## config.mk

```make
export PLATFORM = sky130hd
export DESIGN_NAME = msb_first_bit_field_reader
export DESIGN_NICKNAME = d
export VERILOG_FILES = /design/src/hdl/mbfr_pkg.sv /design/src/hdl/mbfr_ram.sv /design/src/hdl/msb_first_bit_field_reader.sv
export SDC_FILE = /design/constraint.sdc
export NUM_CORES = 2
export LEC_CHECK = 0
export ABC_AREA = 1
export BUFFER_PORTS_ARGS = -buffer_cell sky130_fd_sc_hd__buf_2
export CORE_MARGIN = 3
export CORE_UTILIZATION = 50
export DETAILED_ROUTE_END_ITERATION = 8
export PLACE_DENSITY = 0.62
export SLEW_MARGIN = 20
export SYNTH_ARGS = -nofsm -noshare
export SYNTH_HDL_FRONTEND = slang
export SYNTH_SLANG_ARGS = --single-unit
export TNS_END_PERCENT = 50
```

## constraint.sdc

```tcl
create_clock -name clk_i -period 12.85 [get_ports clk_i]
set_input_delay 1.285 -clock clk_i [delete_from_list [all_inputs] [get_ports clk_i]]
set_output_delay 1.285 -clock clk_i [all_outputs]
set_load 0.005 [all_outputs]
```

## src/hdl/mbfr_pkg.sv

```systemverilog
// Shared codes and constants for the MSB-first bit field reader.
package mbfr_pkg;
  localparam int unsigned BufBytesDefault = 256;

  localparam logic [2:0] OpLoad    = 3'd0;
  localparam logic [2:0] OpRead    = 3'd1;
  localparam logic [2:0] OpSkip    = 3'd2;
  localparam logic [2:0] OpAlign   = 3'd3;
  localparam logic [2:0] OpRestart = 3'd4;

  localparam logic [2:0] FmtUns  = 3'd0;
  localparam logic [2:0] FmtTwos = 3'd1;
  localparam logic [2:0] FmtBcd  = 3'd2;
  localparam logic [2:0] FmtSbcd = 3'd3;
  localparam logic [2:0] FmtSmag = 3'd4;

  localparam logic [1:0] StOk       = 2'd0;
  localparam logic [1:0] StInvalid  = 2'd1;
  localparam logic [1:0] StUnderrun = 2'd2;
  localparam logic [1:0] StFull     = 2'd3;
endpackage

```

## src/hdl/mbfr_ram.sv

```systemverilog
// Generic single-port RAM with registered read.
module mbfr_ram #(
  parameter int unsigned Width = 8,
  parameter int unsigned Depth = 256
) (
  input  logic                     clk_i,
  input  logic                     we_i,
  input  logic [$clog2(Depth)-1:0] addr_i,
  input  logic [Width-1:0]         wdata_i,
  output logic [Width-1:0]         rdata_o
);
  logic [Width-1:0] mem_q [Depth];

  always_ff @(posedge clk_i) begin
    if (we_i) begin
      mem_q[addr_i] <= wdata_i;
    end
    rdata_o <= mem_q[addr_i];
  end
endmodule

```

## src/hdl/msb_first_bit_field_reader.sv

```systemverilog
// Streaming MSB-first bit field reader. Load items append a byte to a BufBytes-deep buffer;
// read items take a 0 to 64 bit field from the bit cursor, most significant bit first, and
// decode it as unsigned, two's complement, BCD, signed BCD or sign-magnitude; skip, align and
// restart items move or clear the cursor, and restart also empties the buffer. Every input
// item gives exactly one result item, and a new item is accepted only after the previous
// result has been taken. Loads, skips, restarts, aligns by 0 or 1 and rejected reads finish
// directly from the execute state. A read that spans k buffer bytes (k up to 9) takes one byte
// per cycle from the single RAM port, with a wait state after each byte change; BCD formats
// then decode one digit per step. An align to a boundary b above 1 steps through the multiples
// of b until one reaches the byte position. The input is ready again in the cycle after the
// result is taken.
module msb_first_bit_field_reader #(
  parameter int unsigned BufBytes = mbfr_pkg::BufBytesDefault
) (
  input  logic        clk_i,
  input  logic        rst_ni,
  input  logic        s_axis_tvalid,
  output logic        s_axis_tready,
  // opcode[2:0], byte_in[10:3], bit_count[17:11], format[20:18], amount[32:21]
  input  logic [39:0] s_axis_tdata,
  output logic        m_axis_tvalid,
  input  logic        m_axis_tready,
  // value[63:0], status[65:64], bits_left[77:66]
  output logic [79:0] m_axis_tdata
);
  localparam int unsigned Aw = $clog2(BufBytes);
  localparam int unsigned Cw = $clog2(BufBytes + 1);
  localparam int unsigned Pw = Cw + 3;
  localparam int unsigned Ew = Pw + 13;
  localparam int unsigned Mw = Cw + 13;

  typedef enum logic [2:0] {
    SIdle, SExec, SBits, SDigit, SAlign, SDone
  } state_e;

  state_e        state_q;
  logic [2:0]    op_q, fmt_q;
  logic [7:0]    byte_q;
  logic [6:0]    cnt_q, left_q;
  logic [11:0]   amt_q;
  logic [Cw-1:0] fill_q, bcur_q;
  logic [2:0]    bitc_q;
  logic [63:0]   raw_q, acc_q, val_q;
  logic [4:0]    dig_q;
  logic          neg_q, rd_wait_q;
  logic [1:0]    st_q;
  logic [Mw-1:0] mult_q;
  logic          ram_we;
  logic [Aw-1:0] ram_addr;
  logic [7:0]    ram_rd;
  logic [Pw-1:0] rem;
  logic [Ew-1:0] pos_end;
  logic [Cw:0]   apos;
  logic          bad_w;
  logic [3:0]    avail;
  logic [3:0]    take;
  logic [7:0]    sh;
  logic [3:0]    nib;
  logic [5:0]    msb_idx;
  logic          raw_msb;
  logic [63:0]   low_mask, ext_mask;
  logic [6:0]    bcd_bits;

  assign rem = (bcur_q >= fill_q) ? '0
             : ({fill_q - bcur_q, 3'b000} - Pw'(bitc_q));

  always_comb begin
    unique case (fmt_q)
      mbfr_pkg::FmtUns, mbfr_pkg::FmtTwos: bad_w = cnt_q > 7'd64;
      mbfr_pkg::FmtBcd:  bad_w = cnt_q > 7'd64 || cnt_q[1:0] != 2'd0;
      mbfr_pkg::FmtSbcd: bad_w = cnt_q < 7'd5 || cnt_q[1:0] != 2'd1 || cnt_q > 7'd61;
      mbfr_pkg::FmtSmag: bad_w = cnt_q > 7'd64 || cnt_q < 7'd2;
      default: bad_w = 1'b1;
    endcase
  end

  assign ram_we   = state_q == SExec && op_q == mbfr_pkg::OpLoad && fill_q < Cw'(BufBytes);
  assign ram_addr = (state_q == SExec && op_q == mbfr_pkg::OpLoad) ? fill_q[Aw-1:0]
                                                                   : bcur_q[Aw-1:0];

  mbfr_ram #(.Width(8), .Depth(BufBytes)) u_ram (
    .clk_i, .we_i(ram_we), .addr_i(ram_addr), .wdata_i(byte_q), .rdata_o(ram_rd)
  );

  // bits taken from the current byte this cycle
  assign avail = 4'd8 - {1'b0, bitc_q};
  assign take  = ({1'b0, left_q} < {4'b0, avail}) ? left_q[3:0] : avail;
  assign sh    = ram_rd << bitc_q;
  assign nib   = acc_q[63:60];

  assign msb_idx  = cnt_q[5:0] - 6'd1;
  assign raw_msb  = raw_q[msb_idx];
  assign low_mask = (64'd1 << msb_idx) - 64'd1;
  assign ext_mask = ~(low_mask | (64'd1 << msb_idx));
  assign bcd_bits = (fmt_q == mbfr_pkg::FmtBcd) ? cnt_q : (cnt_q - 7'd1);

  assign apos    = {1'b0, bcur_q} + (Cw+1)'(bitc_q != 3'd0);
  assign pos_end = Ew'({bcur_q, bitc_q}) + Ew'(amt_q);

  assign s_axis_tready = state_q == SIdle;
  assign m_axis_tvalid = state_q == SDone;
  assign m_axis_tdata  = {2'b00, 12'(rem), st_q, val_q};

  always_ff @(posedge clk_i or negedge rst_ni) begin
    if (!rst_ni) begin
      state_q   <= SIdle;
      op_q      <= '0;
      fmt_q     <= '0;
      byte_q    <= '0;
      cnt_q     <= '0;
      left_q    <= '0;
      amt_q     <= '0;
      fill_q    <= '0;
      bcur_q    <= '0;
      bitc_q    <= '0;
      raw_q     <= '0;
      acc_q     <= '0;
      val_q     <= '0;
      dig_q     <= '0;
      neg_q     <= 1'b0;
      rd_wait_q <= 1'b0;
      st_q      <= mbfr_pkg::StOk;
      mult_q    <= '0;
    end else begin
      unique case (state_q)
        SIdle: if (s_axis_tvalid) begin
          op_q    <= s_axis_tdata[2:0];
          byte_q  <= s_axis_tdata[10:3];
          cnt_q   <= s_axis_tdata[17:11];
          fmt_q   <= s_axis_tdata[20:18];
          amt_q   <= s_axis_tdata[32:21];
          state_q <= SExec;
        end
        SExec: begin
          val_q   <= '0;
          st_q    <= mbfr_pkg::StOk;
          state_q <= SDone;
          unique case (op_q)
            mbfr_pkg::OpLoad:
              if (fill_q >= Cw'(BufBytes)) st_q <= mbfr_pkg::StFull;
              else fill_q <= fill_q + Cw'(1);
            mbfr_pkg::OpRead:
              if (bad_w) st_q <= mbfr_pkg::StInvalid;
              else if (cnt_q == 7'd0) st_q <= mbfr_pkg::StOk;
              else if (Ew'(rem) < Ew'(cnt_q)) st_q <= mbfr_pkg::StUnderrun;
              else begin
                left_q    <= cnt_q;
                raw_q     <= '0;
                rd_wait_q <= 1'b0;
                state_q   <= SBits;
              end
            mbfr_pkg::OpSkip:
              if (Ew'(amt_q) > Ew'(rem)) st_q <= mbfr_pkg::StUnderrun;
              else begin
                bcur_q <= pos_end[Pw-1:3];
                bitc_q <= pos_end[2:0];
              end
            mbfr_pkg::OpAlign:
              if (amt_q == 12'd1) begin
                bcur_q <= apos[Cw-1:0];
                bitc_q <= '0;
              end else if (amt_q != 12'd0) begin
                mult_q  <= '0;
                state_q <= SAlign;
              end
            mbfr_pkg::OpRestart: begin
              fill_q <= '0;
              bcur_q <= '0;
              bitc_q <= '0;
            end
            default: st_q <= mbfr_pkg::StInvalid;
          endcase
        end
        SBits: begin
          // RAM read data is registered behind the address, so wait after each byte change
          if (left_q != 7'd0) begin
            if (rd_wait_q) begin
              rd_wait_q <= 1'b0;
            end else begin
              raw_q  <= (raw_q << take) | 64'(sh >> (4'd8 - take));
              left_q <= left_q - 7'(take);
              if ({1'b0, bitc_q} + take == 4'd8) begin
                bcur_q    <= bcur_q + Cw'(1);
                bitc_q    <= '0;
                rd_wait_q <= 1'b1;
              end else begin
                bitc_q <= bitc_q + take[2:0];
              end
            end
          end else begin
            neg_q <= raw_msb;
            unique case (fmt_q)
              mbfr_pkg::FmtUns: begin
                val_q   <= raw_q;
                state_q <= SDone;
              end
              mbfr_pkg::FmtTwos: begin
                val_q   <= raw_msb ? (raw_q | ext_mask) : raw_q;
                state_q <= SDone;
              end
              mbfr_pkg::FmtSmag: begin
                val_q   <= raw_msb ? (64'd0 - (raw_q & low_mask)) : (raw_q & low_mask);
                state_q <= SDone;
              end
              default: begin
                dig_q   <= 5'(bcd_bits >> 2);
                acc_q   <= raw_q << (7'd64 - bcd_bits);
                raw_q   <= '0;
                state_q <= SDigit;
              end
            endcase
          end
        end
        SDigit: begin
          if (dig_q != 5'd0) begin
            if (nib > 4'd9) begin
              st_q    <= mbfr_pkg::StInvalid;
              val_q   <= '0;
              state_q <= SDone;
            end else begin
              raw_q <= (raw_q << 3) + (raw_q << 1) + 64'(nib);
              acc_q <= acc_q << 4;
              dig_q <= dig_q - 5'd1;
            end
          end else begin
            val_q   <= (fmt_q == mbfr_pkg::FmtSbcd && neg_q) ? 64'd0 - raw_q : raw_q;
            state_q <= SDone;
          end
        end
        SAlign: begin
          // step through multiples of the boundary until one reaches the position
          if (mult_q >= Mw'(apos)) begin
            bcur_q  <= (mult_q >= Mw'(fill_q)) ? fill_q : mult_q[Cw-1:0];
            bitc_q  <= '0;
            state_q <= SDone;
          end else begin
            mult_q <= mult_q + Mw'(amt_q);
          end
        end
        SDone: if (m_axis_tready) state_q <= SIdle;
        default: state_q <= SIdle;
      endcase
    end
  end
endmodule

```

==> flow_summary.yaml <==
run_status:
  status: "completed"
timing:
  fmax_mhz: 153
  worst_hold_slack_ps: 426
  fin_ws_ps: 6340
  grt_setup_unrepaired: "no"
  setup_viol: 0
  finalCritPeriodShare_pct: 50.7
  relSlewSlack_pct: 19.1
  min_period_ps: 6510
  tns_ps: 0
  skew_ps: 85.7
  slew_violations: 0
  hold_viol_final: 0
  worstMarginPinSlew_ps: 1210
yosys:
  avgSynthCellArea_sq_um: 8.92
  syn_inst: 13400
  yosysSeqAreaShare_pct: 57.5
  synth_cell_types: 64
  dominantRegCellSynth: "edfxtp_1"
  synth_edf_count: 2048
  synthMuxAreaShare_pct: 0.204
  synth_warnings: 0
  synth_xor_area_share_pct: 0.482
  synth_compound_area_share_pct: 7.02
  synth_top_family_by_area: "simple AND/OR/NAND/NOR gates"
  synth_seq_cells: 2343
  synthArstFlopShare_pct: 12.2
  yosys.area_share.adder_pct: 3.06
  syn_area_sq_um: 120000
  yosys.area_share.simple_pct: 26.8
setup_path:
  worst_setup_path_end_kind: "flop"
  crit_fanout: 14
  crit_required_ps: 13660
  cp_top_family: "simple AND/OR/NAND/NOR gates"
  cp_slowest_cell: "dfrtp_1"
  crit_type: "flop to flop"
  path_common_cell: "nand2_1"
  critPathBufInv: 5
  worst_path_largest_cell_delay_ps: 490
  arrival_ps: 7330
  startpoint_type: "flop"
route:
  dr.pass1.iters: 9
  vias_per_cell: 5.94
  post-route-drc-count: 0
  avgRoutedWirePerCell_um: 25.0
  via_count: 98600
  detail-route-antenna-nets: 0
  drt_iter0_markers: 11500
  wirelength_um: 415000
global_routing:
  antenna_found_initial: 18
  grt_use_total_pct: 33.1
  grt_max_degree: 178
  grt_pass1_vias: 92600
  grt_pass1_wl_um: 608000
  grt-ovfl-total: 0
cts:
  worstSkewPairLatency_ps: 900
  clk_pin_slew_ps: 70
  h-tree-depth: 4
  clock-root-buffer: "clkbuf_16"
  cts_buffers: 233
  cts_tree: "done"
  cts_resized: 0
  cts_max_path_buffers: 3
  clock_sinks: 2343
  cts_hold_buf: 0
  postCtsSetupBuffers: 0
place:
  portBuffers: 116
  dp_hpwl_um: 273000
  routabilityCongestion: 0.996
  preCtsSetupSlack_ps: 6600
power:
  intPower_mw: 17.2
  seq_power_share_pct: 31.2
  swShare_pct: 45.5
  power_frac_comb_pct: 46.8
  power_density_nw_per_um2: 241
  leakage_nw: 53.5
  power.switching_mw: 14.4
  ir_worst_vdd_mv: 0.430
  power_mw: 31.6
  clockPowerShare_pct: 22.1
floorplan:
  dieArea_sq_um: 245000
  rows: 178
  dieWidth_um: 495
  initial_utilization_pct: 50.6
  core_area_sq_um: 237000
  io-pin-count: 126
  die_h_um: 495
cells_and_area:
  n_fill_cell: 21300
  fin_nets: 13600
  syn2layout_area_growth_pct: 9.32
  drive_gt1_share_pct: 6.43
run:
  maxCapViolations: 0
worst_hold_path:
  worstHoldPathType: "input pin to async pin"
==> final cells by class <==
type                    count  area [sq um]  share of cell area [%]
diodes                      4          10.0                 0.00765
clock inverters           154          1800                    1.38
repair buffers            313          2220                    1.70
flip-flops and latches   2343         68900                    52.6
well taps                3150          3940                    3.01
clock buffers             278          6030                    4.61
multi-input cells        9648         45300                    34.6
inverters                 721          2710                    2.07
==> sequential cells by signal, indices dropped and copies added, names as in the netlist <==
name,count
cnt_q,7
dig_q,5
val_q,64
bcur_q,9
acc_q,64
neg_q,1
bitc_q,3
u_ram.rdata_o,8
u_ram.mem_q,2048
st_q,2
amt_q,12
raw_q,64
byte_q,8
mult_q,22
rd_wait_q,1
left_q,7
op_q,3
fmt_q,3
fill_q,9
state_q,3
==> final timing paths <==
kind,start,end,slack (ps),depth (start not counted)
max,cnt_q[1],val_q[63],6340,34
min,rst_ni,amt_q[3],430,1
max reg2reg,cnt_q[1],val_q[63],6340,34
min reg2reg,val_q[23],val_q[23],470,2
max in group asynchronous,rst_ni,raw_q[52],10350,3
min in group clk_i,val_q[23],val_q[23],470,2
==> cells in the mapped netlist (all sizes together) (17+ instances only) <==
| cell type | count | share of area [%] |
|---|---|---|
| nand2 | 4927 | 16 |
| edfxtp | 2048 | 51 |
| nand3 | 1156 | 4.9 |
| nor2 | 1120 | 3.6 |
| o21ai | 740 | 3.1 |
| inv | 714 | 2.2 |
| a21oi | 466 | 2.0 |
| nand4 | 384 | 2.0 |
| buf | 367 | 1.5 |
| clkbuf | 346 | 1.1 |
| dfrtp | 287 | 6.0 |
| ha | 282 | 2.9 |
| a22oi | 94 | 0.59 |
| o211ai | 87 | 0.55 |
| nor3 | 66 | 0.28 |
| or2 | 45 | 0.24 |
| xor2 | 45 | 0.34 |
| a31oi | 30 | 0.16 |
| nor4 | 26 | 0.14 |
| nand3b | 21 | 0.13 |
| xnor2 | 20 | 0.15 |
| mux2 | 19 | 0.18 |
| a2bb2oi | 18 | 0.13 |
| a21o | 17 | 0.11 |
==> through the flow <==
stage                     util, %  std cells  instance area, sq um
final                        55.3      16600                131000
after global routing         55.3      16600                131000
after CTS                    55.3      16600                131000
after detailed placement     52.0      16200                123000
after global placement       52.0      16200                123000
after floorplan                 -      13400                120000
==> placed cells by master, fill, tap and decap left out, types with 25 or more instances in the layout <==
cell / Yosys / layout
nor4_1: 26 / 26
nand3_1: 1152 / 1146
clkinv_1: 7 / 60
ha_1: 282 / 281
inv_1: 673 / 669
xor2_1: 44 / 44
edfxtp_1: 2048 / 2048
inv_2: 41 / 46
clkinv_2: 0 / 43
buf_4: 28 / 185
clkbuf_1: 346 / 42
dfrtp_1: 287 / 278
bufinv_16: 0 / 32
nand2_2: 12 / 25
a21oi_1: 465 / 464
nor3_1: 65 / 65
nand2_1: 4911 / 4894
o21ai_1: 66 / 65
a22oi_1: 94 / 94
buf_2: 267 / 115
nor2_1: 1090 / 1082
or2_2: 42 / 42
o21ai_0: 663 / 663
clkbuf_16: 0 / 233
o211ai_1: 87 / 87
a31oi_1: 30 / 30
nand4_1: 384 / 384
==> cells by family (layout without fill, tap and decap cells) <==
group	Yosys count	in the layout
AO/OA/AOI/OAI	1515	1515
other	1	6
AND/OR/NAND/NOR	7755	7755
flip-flops	2343	2343
XOR/XNOR	65	65
adder cells (fa/ha/maj)	289	289
multiplexers	22	22
buffers and inverters	1434	1466
==> layer usage <==
metal | up-vias | GRT usage [%] | routed length (um)
li1 | 45300 | - | -
met5 | - | 0 | 182
met2 | 4840 | 51.8 | 187000
met1 | 47500 | 44.8 | 167000
met4 | 26 | 15.9 | 22800
met3 | 928 | 5.86 | 37300
==> power groups by stage <==
| stage | Combinational, mW | Sequential [mW] | Clock, mW |
|---|---|---|---|
| floorplan | 9.38 | 10.4 | 0 |
| global placement | 14.3 | 9.98 | 0 |
| detailed placement | 14.4 | 10.0 | 0 |
| CTS | 14.5 | 9.84 | 7.04 |
| global route | 16.1 | 9.88 | 7.33 |
| finish | 14.8 | 9.85 | 6.97 |
No activity file was read; power rests on OpenSTA's default activity.
